===== src/hdl/bfha_pkg.sv =====
// ----------------------------------------------------------------------------
// bfha_pkg
// Shared widths and codes of the best-fit heap allocator.
// ----------------------------------------------------------------------------
package bfha_pkg;

    localparam int CMD_W    = 2;
    localparam int SIZE_W   = 16;
    localparam int UADDR_W  = 16;
    localparam int STATUS_W = 2;
    localparam int CNT_W    = 32;
    localparam int LIMIT_W  = 17;

    localparam logic [CMD_W-1:0] CMD_ALLOC   = 2'd0;
    localparam logic [CMD_W-1:0] CMD_RELEASE = 2'd1;
    localparam logic [CMD_W-1:0] CMD_RESIZE  = 2'd2;

    localparam logic [STATUS_W-1:0] STATUS_OK      = 2'd0;
    localparam logic [STATUS_W-1:0] STATUS_NULL    = 2'd1;
    localparam logic [STATUS_W-1:0] STATUS_OOM     = 2'd2;
    localparam logic [STATUS_W-1:0] STATUS_UNKNOWN = 2'd3;

    localparam logic [LIMIT_W-1:0] LIMIT_RESET = 17'h10000;

endpackage


===== src/hdl/bfha_req_if.sv =====
// ----------------------------------------------------------------------------
// bfha_req_if
// Request channel: command, size and user address with valid/ready.
// ----------------------------------------------------------------------------
interface bfha_req_if;
    import bfha_pkg::*;

    logic                 valid;
    logic                 ready;
    logic [CMD_W-1:0]     command;
    logic [SIZE_W-1:0]    req_size;
    logic [UADDR_W-1:0]   user_addr;

    modport source (output valid, command, req_size, user_addr, input ready);
    modport sink   (input valid, command, req_size, user_addr, output ready);
endinterface


===== src/hdl/bfha_rsp_if.sv =====
// ----------------------------------------------------------------------------
// bfha_rsp_if
// Result channel: address, status, copy length and counters with valid/ready.
// ----------------------------------------------------------------------------
interface bfha_rsp_if;
    import bfha_pkg::*;

    logic                 valid;
    logic                 ready;
    logic [UADDR_W-1:0]   result_addr;
    logic [STATUS_W-1:0]  status;
    logic [SIZE_W-1:0]    copy_bytes;
    logic [CNT_W-1:0]     usage_now;
    logic [CNT_W-1:0]     alloc_total;
    logic [CNT_W-1:0]     freed_total;
    logic [CNT_W-1:0]     alloc_events;

    modport source (output valid, result_addr, status, copy_bytes, usage_now,
                    alloc_total, freed_total, alloc_events, input ready);
    modport sink   (input valid, result_addr, status, copy_bytes, usage_now,
                    alloc_total, freed_total, alloc_events, output ready);
endinterface


===== src/hdl/best_fit_heap_allocator.sv =====
// ----------------------------------------------------------------------------
// best_fit_heap_allocator
// Best-fit heap allocator with coalescing of free neighbors.
// ----------------------------------------------------------------------------
// The block table sits in a single-port-read memory and is walked by one
// compare unit, one entry at a time in a read state and then an evaluate
// state. A request takes a lookup walk, a best-fit walk, or both, plus merge
// bookkeeping and, when entries are removed, a compaction walk over the
// tail of the table.
// Ready is high only while idle; a finished result waits in an output
// register, so the next request may be taken before it is collected.
module best_fit_heap_allocator #(
    parameter int HEAP_BYTES   = 65536,
    parameter int MAX_ENTRIES  = 64,
    parameter int HEADER_BYTES = 16
) (
    input  logic                      clk,
    input  logic                      rst_n,
    input  logic                      cfg_we,
    input  logic [bfha_pkg::LIMIT_W-1:0] cfg_wdata,
    bfha_req_if.sink                  req,
    bfha_rsp_if.source                rsp
);
    import bfha_pkg::*;

    localparam int AW = $clog2(HEAP_BYTES + 1);
    localparam int SW = (AW > SIZE_W) ? AW : SIZE_W;
    localparam int XW = SW + 2;
    localparam int IW = (MAX_ENTRIES > 1) ? $clog2(MAX_ENTRIES) : 1;
    localparam int CW = $clog2(MAX_ENTRIES + 1);
    localparam int EW = 2 * AW + 1;

    localparam logic [XW-1:0] HDR_X  = XW'(HEADER_BYTES);
    localparam logic [AW-1:0] HDR_A  = AW'(HEADER_BYTES);
    localparam logic [XW-1:0] HEAP_X = XW'(HEAP_BYTES);
    localparam logic [CW-1:0] MAX_C  = CW'(MAX_ENTRIES);

    typedef enum logic [3:0] {
        S_IDLE, S_FIND_RD, S_FIND_EV, S_FIT_RD, S_FIT_EV, S_FIT_END,
        S_REL_CHK, S_PREV_RD, S_PREV_EV, S_NEXT_RD, S_NEXT_EV, S_MERGE,
        S_SHIFT_RD, S_SHIFT_EV, S_FINISH
    } state_t;

    state_t                 state_reg, state_next;
    logic [CMD_W-1:0]       cmd_reg, cmd_next;
    logic [SIZE_W-1:0]      size_reg, size_next;
    logic [UADDR_W-1:0]     addr_reg, addr_next;
    logic [CW-1:0]          idx_reg, idx_next;
    logic [CW-1:0]          j_reg, j_next;
    logic [AW-1:0]          j_off_reg, j_off_next;
    logic [AW-1:0]          j_size_reg, j_size_next;
    logic                   resize_reg, resize_next;
    logic                   found_reg, found_next;
    logic [IW-1:0]          best_reg, best_next;
    logic [AW-1:0]          best_off_reg, best_off_next;
    logic [AW-1:0]          best_size_reg, best_size_next;
    logic                   p_free_reg, p_free_next;
    logic [AW-1:0]          p_off_reg, p_off_next;
    logic [AW-1:0]          p_size_reg, p_size_next;
    logic                   n_free_reg, n_free_next;
    logic [AW-1:0]          n_size_reg, n_size_next;
    logic [1:0]             dist_reg, dist_next;
    logic [UADDR_W-1:0]     res_reg, res_next;
    logic [STATUS_W-1:0]    status_reg, status_next;
    logic [SIZE_W-1:0]      copy_reg, copy_next;
    logic [CW-1:0]          count_reg, count_next;
    logic [AW-1:0]          top_reg, top_next;
    logic [CNT_W-1:0]       usage_reg, usage_next;
    logic [CNT_W-1:0]       grown_reg, grown_next;
    logic [CNT_W-1:0]       freed_reg, freed_next;
    logic [CNT_W-1:0]       events_reg, events_next;
    logic [LIMIT_W-1:0]     limit_reg;
    logic                   rsp_valid_reg;
    logic                   rsp_load;

    logic                   mem_rd_en, mem_wr_en;
    logic [IW-1:0]          mem_rd_addr, mem_wr_addr;
    logic [EW-1:0]          mem_rd_data, mem_wr_data;

    logic [AW-1:0]          rd_off, rd_size;
    logic                   rd_free;
    logic [XW-1:0]          size_x, limit_x;
    logic [CW-1:0]          jm1, jp1;
    logic [CW:0]            src_x;

    assign rd_off  = mem_rd_data[AW-1:0];
    assign rd_size = mem_rd_data[2*AW-1:AW];
    assign rd_free = mem_rd_data[2*AW];
    assign size_x  = XW'(size_reg);
    assign limit_x = (XW'(limit_reg) < HEAP_X) ? XW'(limit_reg) : HEAP_X;
    assign jm1     = j_reg - CW'(1);
    assign jp1     = j_reg + CW'(1);
    assign src_x   = (CW+1)'(idx_reg) + (CW+1)'(dist_reg);

    bfha_table #(.DATA_W(EW), .DEPTH(MAX_ENTRIES)) u_table (
        .clk     (clk),
        .rd_en   (mem_rd_en),
        .rd_addr (mem_rd_addr),
        .rd_data (mem_rd_data),
        .wr_en   (mem_wr_en),
        .wr_addr (mem_wr_addr),
        .wr_data (mem_wr_data)
    );

    always_comb
    begin
        state_next     = state_reg;
        cmd_next       = cmd_reg;
        size_next      = size_reg;
        addr_next      = addr_reg;
        idx_next       = idx_reg;
        j_next         = j_reg;
        j_off_next     = j_off_reg;
        j_size_next    = j_size_reg;
        resize_next    = resize_reg;
        found_next     = found_reg;
        best_next      = best_reg;
        best_off_next  = best_off_reg;
        best_size_next = best_size_reg;
        p_free_next    = p_free_reg;
        p_off_next     = p_off_reg;
        p_size_next    = p_size_reg;
        n_free_next    = n_free_reg;
        n_size_next    = n_size_reg;
        dist_next      = dist_reg;
        res_next       = res_reg;
        status_next    = status_reg;
        copy_next      = copy_reg;
        count_next     = count_reg;
        top_next       = top_reg;
        usage_next     = usage_reg;
        grown_next     = grown_reg;
        freed_next     = freed_reg;
        events_next    = events_reg;
        rsp_load       = 1'b0;
        mem_rd_en      = 1'b0;
        mem_rd_addr    = idx_reg[IW-1:0];
        mem_wr_en      = 1'b0;
        mem_wr_addr    = idx_reg[IW-1:0];
        mem_wr_data    = mem_rd_data;

        case (state_reg)
            S_IDLE:
            begin
                if (req.valid)
                begin
                    cmd_next    = req.command;
                    size_next   = req.req_size;
                    addr_next   = req.user_addr;
                    res_next    = '0;
                    copy_next   = '0;
                    status_next = STATUS_OK;
                    resize_next = 1'b0;
                    found_next  = 1'b0;
                    idx_next    = '0;
                    if (req.command == CMD_ALLOC ||
                        (req.command == CMD_RESIZE && req.user_addr == '0))
                    begin
                        if (req.req_size == '0)
                        begin
                            status_next = STATUS_NULL;
                            state_next  = S_FINISH;
                        end
                        else
                        begin
                            state_next = S_FIT_RD;
                        end
                    end
                    else if (req.command == CMD_RELEASE || req.command == CMD_RESIZE)
                    begin
                        if (req.user_addr == '0)
                        begin
                            status_next = STATUS_NULL;
                            state_next  = S_FINISH;
                        end
                        else
                        begin
                            state_next = S_FIND_RD;
                        end
                    end
                    else
                    begin
                        status_next = STATUS_NULL;
                        state_next  = S_FINISH;
                    end
                end
            end

            S_FIND_RD:
            begin
                if (idx_reg >= count_reg)
                begin
                    status_next = STATUS_UNKNOWN;
                    state_next  = S_FINISH;
                end
                else
                begin
                    mem_rd_en  = 1'b1;
                    state_next = S_FIND_EV;
                end
            end

            S_FIND_EV:
            begin
                if (XW'(rd_off) + HDR_X == XW'(addr_reg))
                begin
                    j_next      = idx_reg;
                    j_off_next  = rd_off;
                    j_size_next = rd_size;
                    if (cmd_reg == CMD_RELEASE || size_reg == '0)
                    begin
                        state_next = S_REL_CHK;
                    end
                    else if (XW'(rd_size) >= size_x)
                    begin
                        res_next   = addr_reg;
                        state_next = S_FINISH;
                    end
                    else
                    begin
                        resize_next = 1'b1;
                        found_next  = 1'b0;
                        idx_next    = '0;
                        state_next  = S_FIT_RD;
                    end
                end
                else
                begin
                    idx_next   = idx_reg + CW'(1);
                    state_next = S_FIND_RD;
                end
            end

            S_FIT_RD:
            begin
                if (idx_reg >= count_reg)
                begin
                    state_next = S_FIT_END;
                end
                else
                begin
                    mem_rd_en  = 1'b1;
                    state_next = S_FIT_EV;
                end
            end

            S_FIT_EV:
            begin
                if (rd_free && XW'(rd_size) >= size_x &&
                    (!found_reg || rd_size < best_size_reg))
                begin
                    found_next     = 1'b1;
                    best_next      = idx_reg[IW-1:0];
                    best_off_next  = rd_off;
                    best_size_next = rd_size;
                end
                idx_next   = idx_reg + CW'(1);
                state_next = S_FIT_RD;
            end

            S_FIT_END:
            begin
                if (found_reg)
                begin
                    mem_wr_en   = 1'b1;
                    mem_wr_addr = best_reg;
                    mem_wr_data = {1'b0, best_size_reg, best_off_reg};
                    usage_next  = usage_reg + CNT_W'(size_reg);
                    events_next = events_reg + CNT_W'(1);
                    res_next    = UADDR_W'(XW'(best_off_reg) + HDR_X);
                    copy_next   = resize_reg ? SIZE_W'(j_size_reg) : '0;
                    state_next  = resize_reg ? S_REL_CHK : S_FINISH;
                end
                else if (count_reg >= MAX_C ||
                         XW'(top_reg) + HDR_X + size_x > limit_x)
                begin
                    status_next = STATUS_OOM;
                    state_next  = S_FINISH;
                end
                else
                begin
                    mem_wr_en   = 1'b1;
                    mem_wr_addr = count_reg[IW-1:0];
                    mem_wr_data = {1'b0, AW'(size_reg), top_reg};
                    count_next  = count_reg + CW'(1);
                    top_next    = AW'(XW'(top_reg) + HDR_X + size_x);
                    grown_next  = grown_reg + CNT_W'(size_reg);
                    usage_next  = usage_reg + CNT_W'(size_reg);
                    events_next = events_reg + CNT_W'(1);
                    res_next    = UADDR_W'(XW'(top_reg) + HDR_X);
                    copy_next   = resize_reg ? SIZE_W'(j_size_reg) : '0;
                    state_next  = resize_reg ? S_REL_CHK : S_FINISH;
                end
            end

            S_REL_CHK:
            begin
                p_free_next = 1'b0;
                n_free_next = 1'b0;
                if (XW'(j_off_reg) + HDR_X + XW'(j_size_reg) == XW'(top_reg))
                begin
                    top_next   = j_off_reg;
                    count_next = count_reg - CW'(1);
                    freed_next = freed_reg + CNT_W'(j_size_reg);
                    usage_next = usage_reg - CNT_W'(j_size_reg);
                    state_next = S_FINISH;
                end
                else if (j_reg != '0)
                begin
                    state_next = S_PREV_RD;
                end
                else if (jp1 < count_reg)
                begin
                    state_next = S_NEXT_RD;
                end
                else
                begin
                    state_next = S_MERGE;
                end
            end

            S_PREV_RD:
            begin
                mem_rd_en   = 1'b1;
                mem_rd_addr = jm1[IW-1:0];
                state_next  = S_PREV_EV;
            end

            S_PREV_EV:
            begin
                p_free_next = rd_free;
                p_off_next  = rd_off;
                p_size_next = rd_size;
                state_next  = (jp1 < count_reg) ? S_NEXT_RD : S_MERGE;
            end

            S_NEXT_RD:
            begin
                mem_rd_en   = 1'b1;
                mem_rd_addr = jp1[IW-1:0];
                state_next  = S_NEXT_EV;
            end

            S_NEXT_EV:
            begin
                n_free_next = rd_free;
                n_size_next = rd_size;
                state_next  = S_MERGE;
            end

            S_MERGE:
            begin
                mem_wr_en  = 1'b1;
                dist_next  = 2'd1;
                idx_next   = j_reg;
                state_next = S_SHIFT_RD;
                freed_next = freed_reg + CNT_W'(j_size_reg);
                usage_next = usage_reg - CNT_W'(j_size_reg);
                if (p_free_reg && n_free_reg)
                begin
                    mem_wr_addr = jm1[IW-1:0];
                    mem_wr_data = {1'b1, p_size_reg + HDR_A + j_size_reg + HDR_A + n_size_reg,
                                   p_off_reg};
                    dist_next   = 2'd2;
                end
                else if (p_free_reg)
                begin
                    mem_wr_addr = jm1[IW-1:0];
                    mem_wr_data = {1'b1, p_size_reg + HDR_A + j_size_reg, p_off_reg};
                end
                else if (n_free_reg)
                begin
                    mem_wr_addr = j_reg[IW-1:0];
                    mem_wr_data = {1'b1, j_size_reg + HDR_A + n_size_reg, j_off_reg};
                    idx_next    = jp1;
                    freed_next  = freed_reg + CNT_W'(j_size_reg + HDR_A + n_size_reg);
                    usage_next  = usage_reg - CNT_W'(j_size_reg + HDR_A + n_size_reg);
                end
                else
                begin
                    mem_wr_addr = j_reg[IW-1:0];
                    mem_wr_data = {1'b1, j_size_reg, j_off_reg};
                    state_next  = S_FINISH;
                end
            end

            // compaction: entry src moves down to idx
            S_SHIFT_RD:
            begin
                if (src_x >= (CW+1)'(count_reg))
                begin
                    count_next = count_reg - CW'(dist_reg);
                    state_next = S_FINISH;
                end
                else
                begin
                    mem_rd_en   = 1'b1;
                    mem_rd_addr = src_x[IW-1:0];
                    state_next  = S_SHIFT_EV;
                end
            end

            S_SHIFT_EV:
            begin
                mem_wr_en  = 1'b1;
                idx_next   = idx_reg + CW'(1);
                state_next = S_SHIFT_RD;
            end

            S_FINISH:
            begin
                if (!rsp_valid_reg || rsp.ready)
                begin
                    rsp_load   = 1'b1;
                    state_next = S_IDLE;
                end
            end

            default:
            begin
                state_next = S_IDLE;
            end
        endcase
    end

    always_ff @(posedge clk or negedge rst_n)
    begin
        if (!rst_n)
        begin
            state_reg     <= S_IDLE;
            count_reg     <= '0;
            top_reg       <= '0;
            usage_reg     <= '0;
            grown_reg     <= '0;
            freed_reg     <= '0;
            events_reg    <= '0;
            limit_reg     <= LIMIT_RESET;
            rsp_valid_reg <= 1'b0;
        end
        else
        begin
            state_reg  <= state_next;
            count_reg  <= count_next;
            top_reg    <= top_next;
            usage_reg  <= usage_next;
            grown_reg  <= grown_next;
            freed_reg  <= freed_next;
            events_reg <= events_next;
            if (cfg_we)
            begin
                limit_reg <= cfg_wdata;
            end
            if (rsp_load)
            begin
                rsp_valid_reg <= 1'b1;
            end
            else if (rsp.ready)
            begin
                rsp_valid_reg <= 1'b0;
            end
        end
    end

    always_ff @(posedge clk)
    begin
        cmd_reg       <= cmd_next;
        size_reg      <= size_next;
        addr_reg      <= addr_next;
        idx_reg       <= idx_next;
        j_reg         <= j_next;
        j_off_reg     <= j_off_next;
        j_size_reg    <= j_size_next;
        resize_reg    <= resize_next;
        found_reg     <= found_next;
        best_reg      <= best_next;
        best_off_reg  <= best_off_next;
        best_size_reg <= best_size_next;
        p_free_reg    <= p_free_next;
        p_off_reg     <= p_off_next;
        p_size_reg    <= p_size_next;
        n_free_reg    <= n_free_next;
        n_size_reg    <= n_size_next;
        dist_reg      <= dist_next;
        res_reg       <= res_next;
        status_reg    <= status_next;
        copy_reg      <= copy_next;
        if (rsp_load)
        begin
            rsp.result_addr  <= res_reg;
            rsp.status       <= status_reg;
            rsp.copy_bytes   <= copy_reg;
            rsp.usage_now    <= usage_reg;
            rsp.alloc_total  <= grown_reg;
            rsp.freed_total  <= freed_reg;
            rsp.alloc_events <= events_reg;
        end
    end

    assign req.ready = (state_reg == S_IDLE);
    assign rsp.valid = rsp_valid_reg;
endmodule


===== src/hdl/bfha_table.sv =====
// ----------------------------------------------------------------------------
// bfha_table
// Block table memory: one write port, one registered read port.
// ----------------------------------------------------------------------------
module bfha_table #(
    parameter int DATA_W = 35,
    parameter int DEPTH  = 64
) (
    input  logic                      clk,
    input  logic                      rd_en,
    input  logic [$clog2(DEPTH)-1:0]  rd_addr,
    output logic [DATA_W-1:0]         rd_data,
    input  logic                      wr_en,
    input  logic [$clog2(DEPTH)-1:0]  wr_addr,
    input  logic [DATA_W-1:0]         wr_data
);
    logic [DATA_W-1:0] mem [DEPTH];

    always_ff @(posedge clk)
    begin
        if (wr_en)
        begin
            mem[wr_addr] <= wr_data;
        end
    end

    always_ff @(posedge clk)
    begin
        if (rd_en)
        begin
            rd_data <= mem[rd_addr];
        end
    end
endmodule


===== src/flat_wrapper.sv =====
// flat-port wrapper written by rule: the top's interface ports become plain ports
module best_fit_heap_allocator_flat import bfha_pkg::*;
#(
    parameter int HEAP_BYTES   = 65536,
    parameter int MAX_ENTRIES  = 64,
    parameter int HEADER_BYTES = 16
)
  (clk, rst_n, cfg_we, cfg_wdata, req_valid, req_command, req_req_size, req_user_addr, req_ready, rsp_valid, rsp_result_addr, rsp_status, rsp_copy_bytes, rsp_usage_now, rsp_alloc_total, rsp_freed_total, rsp_alloc_events, rsp_ready);
  bfha_req_if req_i ();
  bfha_rsp_if rsp_i ();
  input  logic clk;
  input  logic rst_n;
  input  logic cfg_we;
  input  logic [bfha_pkg::LIMIT_W-1:0] cfg_wdata;
  input wire logic [$bits(req_i.valid)-1:0] req_valid;
  input wire logic [$bits(req_i.command)-1:0] req_command;
  input wire logic [$bits(req_i.req_size)-1:0] req_req_size;
  input wire logic [$bits(req_i.user_addr)-1:0] req_user_addr;
  output wire logic [$bits(req_i.ready)-1:0] req_ready;
  output wire logic [$bits(rsp_i.valid)-1:0] rsp_valid;
  output wire logic [$bits(rsp_i.result_addr)-1:0] rsp_result_addr;
  output wire logic [$bits(rsp_i.status)-1:0] rsp_status;
  output wire logic [$bits(rsp_i.copy_bytes)-1:0] rsp_copy_bytes;
  output wire logic [$bits(rsp_i.usage_now)-1:0] rsp_usage_now;
  output wire logic [$bits(rsp_i.alloc_total)-1:0] rsp_alloc_total;
  output wire logic [$bits(rsp_i.freed_total)-1:0] rsp_freed_total;
  output wire logic [$bits(rsp_i.alloc_events)-1:0] rsp_alloc_events;
  input wire logic [$bits(rsp_i.ready)-1:0] rsp_ready;
  assign req_i.valid = req_valid;
  assign req_i.command = req_command;
  assign req_i.req_size = req_req_size;
  assign req_i.user_addr = req_user_addr;
  assign req_ready = req_i.ready;
  assign rsp_valid = rsp_i.valid;
  assign rsp_result_addr = rsp_i.result_addr;
  assign rsp_status = rsp_i.status;
  assign rsp_copy_bytes = rsp_i.copy_bytes;
  assign rsp_usage_now = rsp_i.usage_now;
  assign rsp_alloc_total = rsp_i.alloc_total;
  assign rsp_freed_total = rsp_i.freed_total;
  assign rsp_alloc_events = rsp_i.alloc_events;
  assign rsp_i.ready = rsp_ready;
  best_fit_heap_allocator #(.HEAP_BYTES(HEAP_BYTES), .MAX_ENTRIES(MAX_ENTRIES), .HEADER_BYTES(HEADER_BYTES)) u_core (.clk(clk), .rst_n(rst_n), .cfg_we(cfg_we), .cfg_wdata(cfg_wdata), .req(req_i), .rsp(rsp_i));
endmodule

===== config.mk =====
export PLATFORM = sky130hd
export DESIGN_NAME = best_fit_heap_allocator_flat
export DESIGN_NICKNAME = d
export VERILOG_FILES = /design/src/hdl/bfha_pkg.sv /design/src/hdl/bfha_req_if.sv /design/src/hdl/bfha_rsp_if.sv /design/src/hdl/best_fit_heap_allocator.sv /design/src/hdl/bfha_table.sv /design/src/flat_wrapper.sv
export SDC_FILE = /design/constraint.sdc
export NUM_CORES = 2
export LEC_CHECK = 0
export ABC_AREA = 1
export CAP_MARGIN = 10
export CORE_MARGIN = 2
export CORE_UTILIZATION = 40
export CTS_CLUSTER_DIAMETER = 80
export DETAILED_ROUTE_END_ITERATION = 10
export DONT_BUFFER_PORTS = 1
export SLEW_MARGIN = 40
export SYNTH_ARGS = -nofsm -noshare
export SYNTH_HDL_FRONTEND = slang
export SYNTH_SLANG_ARGS = --single-unit

===== constraint.sdc =====
create_clock -name clk -period 9.8 [get_ports clk]
set_clock_uncertainty 0.15 [all_clocks]
set_input_delay 0 -clock clk [delete_from_list [all_inputs] [get_ports clk]]
set_output_delay 0 -clock clk [all_outputs]
set_load 0.02 [all_outputs]

==> out/results.ini <==
[min_path]
hold_class = primary input to flip-flop

[setup_path]
critPathKind = flip-flop to flip-flop
path_max_fanout = 18
arrival_ns = 8.34
startpoint = u_core.top_reg[5]
r2r_start = u_core.top_reg[5]
endpoint = u_core.u_table.mem[41][33]
slowest_delay_ns = 0.72
regToRegSetupSlack_ns = 1.91
crit_top_cell = nand2_1
reg2regPathDepth = 27
crit_path_start_kind = flip-flop
cpMaxStageDelayCell = nor2_4
r2r-end = u_core.u_table.mem[41][33]
cp_data_required_time_ns = 10.25
worst_setup_path_end_kind = flip-flop

[clock_tree]
clock_sinks = 2824
cts_root_buffer = clkbuf_16
cts_tree = yes
clkTransAtPathRegs_ns = 0.06
cts_htree_levels = 5
cts_buffers = 303
cts.path.max_buffers = 4
clock_latency_ns = 0.93

[detailed_routing]
drt-total-wl_mm = 412
drt-pass1-iter-count = 8
detail-route-antenna-nets = 0
drc = 0
via_count = 98200
post_drt_wl_per_cell_um = 22.7
first_iter_violations = 11100
via_per_inst = 5.41

[floorplanning]
initial_core_util = 0.402
die_h_um = 591
die_area_mm2 = 0.349
num_io_pins = 220
core_mm2 = 0.343
rows = 215
die_x_um = 591

[timing]
relSlewSlack = 0.343
max_freq_mhz = 127
period_share = 0.806
worst_pin_slew_ns = 0.975
finalMaxSlewViolations = 0
grt_setup_unrepaired = no
tns_ns = 0
setup_viol = 0
final.min_clock_period_ns = 7.89
hold_viol = 0

[synth]
yosysMostFrequentCell = nand3_1
yosysTopAreaCell = edfxtp_1
synth_flop_cell = edfxtp_1
syn_inst = 13400
ys_top_cells_by_area = edfxtp_1 58%, nand3_1 9.7%, nand2_1 6.6%
syn_area_mm2 = 0.138
yosysSeqAreaShare = 0.609
async_reset_ff_frac = 0.0616
synth.avg_cell_area_um2 = 10.3
yosysTopAreaCellShare = 0.577
synth_warnings = 0
synth-edff-count = 2650
synth_seq_cells = 2824
yosysUniqueCellTypes = 67
synthTopCellsByCount = 2658 x nand3_1, 2650 x edfxtp_1, 2408 x nand2_1
syn_nets = 13800

[finish]
drive_gt1_frac = 0.0662
reg.largest.list = u_core.u_table.mem: 2240 flops, u_core.u_table.rd_data: 35 flops
syn2layout_area_growth_pct = 12.3
largest-register = u_core.u_table.mem
largest_reg_flops = 2240
finalNetCount = 13800

[global_routing]
use_met3 = 0.0352
grt.overflow.total = 0
top_usage_layer = met2
grt_pass1_vias = 93000
grt_use_met2 = 0.361
grt_max_degree = 174
grt_pass1_wl_mm = 610
gr-usage-all-layers = 0.230
antenna_found_initial = 8
grt_use_met1 = 0.327

[power_and_ir_drop]
p_total_mw = 56.1
power_leakage_nw = 61.3
p_per_area_mw_per_mm2 = 362
irDropWorstVdd_uv = 468

[place]
dp_hpwl_mm = 258
globalplace.congestion = 0.928
io_buffers = 0

[flow_run]
cap_violations = 0

[status]
status = completed

-- timing repair --
item | 4_1_cts | 5_1_grt
hold endpoints to repair | 338 | 2
setup endpoints to repair | 0 | 0
buffers inserted | 0 | 0
hold buffers | 112 | 1
resized for setup | 0 | 0
-- area by class of cell --
class,count,area [µm²]
diodes,2,5.00
clock buffers,384,8180
clock inverters,148,1150
fillers,31800,188000
inverters,1804,6790
multi-input cells,8065,45000
flip-flops and latches,2824,83900
well taps,4557,5700
repair buffers,374,3990
-- cells in the final DEF (no fill, tap or decap), drive strengths merged, types with 81 or more instances in the layout --
cell type	synthesis	layout
a21oi	320	320
nor3	81	81
nand2	2430	2430
xor2	206	206
buf	413	264
dlygate4sd3	0	110
nand3b	838	838
nor2	384	384
ha	334	334
clkinv	7	122
dfrtp	173	173
nand3	2665	2665
inv	1797	1805
edfxtp	2650	2650
clkbuf	300	384
o21ai	316	316
-- power breakdown --
part	switching [mW]	internal, mW
Sequential	1.00	16.4
Combinational	20.4	7.16
Clock	4.80	6.27
-- metrics by stage --
stage / utilization / hold WS, ns / worst slack, ns / instances / instance area, µm²
final: 0.451 / 0.100 / 1.91 / 18200 / 155000
after global routing: 0.451 / 0.109 / 1.37 / 18200 / 155000
after CTS: 0.450 / 0.0182 / 1.88 / 18100 / 154000
after detailed placement: 0.420 / -0.438 / 1.84 / 17500 / 144000
after global placement: 0.418 / -0.438 / 1.86 / 17500 / 143000
after floorplan: - / -0.446 / 1.60 / 13400 / 138000
-- metal layers --
| layer | wire length (µm) | vias up |
|---|---|---|
| met5 | 0 | - |
| met4 | 13100 | 0 |
| met3 | 31800 | 585 |
| met2 | 187000 | 3828 |
| met1 | 180000 | 47700 |
| li1 | - | 46100 |
-- worst min path at each step --
stage	startpoint	end	slack, ns	depth (start not counted)
after floorplan	rst_n	u_core.count_reg[0]	-0.45	0
after global placement	rst_n	u_core.freed_reg[23]	-0.44	0
after detailed placement	rst_n	u_core.freed_reg[26]	-0.44	0
after CTS	req_req_size[15]	u_core.status_reg[0]	0.02	5
after global routing	req_req_size[15]	u_core.status_reg[0]	0.11	5
final	cfg_we	u_core.limit_reg[0]	0.10	3
-- cell families (layout without fill, tap and decap cells) --
family,after synthesis,count (layout),share of synthesized area
AND/OR/NAND/NOR,6539,6539,0.230
multiplexers,20,20,0.00159
other,0,2,0
buffers and inverters,2517,2710,0.0722
AO/OA/AOI/OAI,872,872,0.0363
adder cells (fa/ha/maj),351,351,0.0328
XOR/XNOR,283,283,0.0180
flip-flops,2824,2824,0.609
-- worst max-delay path, delay by kind of cell, from the launching register on --
kind | cells | cell delay, ns
AO/OA/AOI/OAI | 5 | 1.48
adder cells (fa/ha/maj) | 3 | 0.88
flip-flops | 1 | 0.46
buffers and inverters | 2 | 0.49
XOR/XNOR | 2 | 0.48
AND/OR/NAND/NOR | 15 | 3.57
Power figures use the tool's default switching activity.
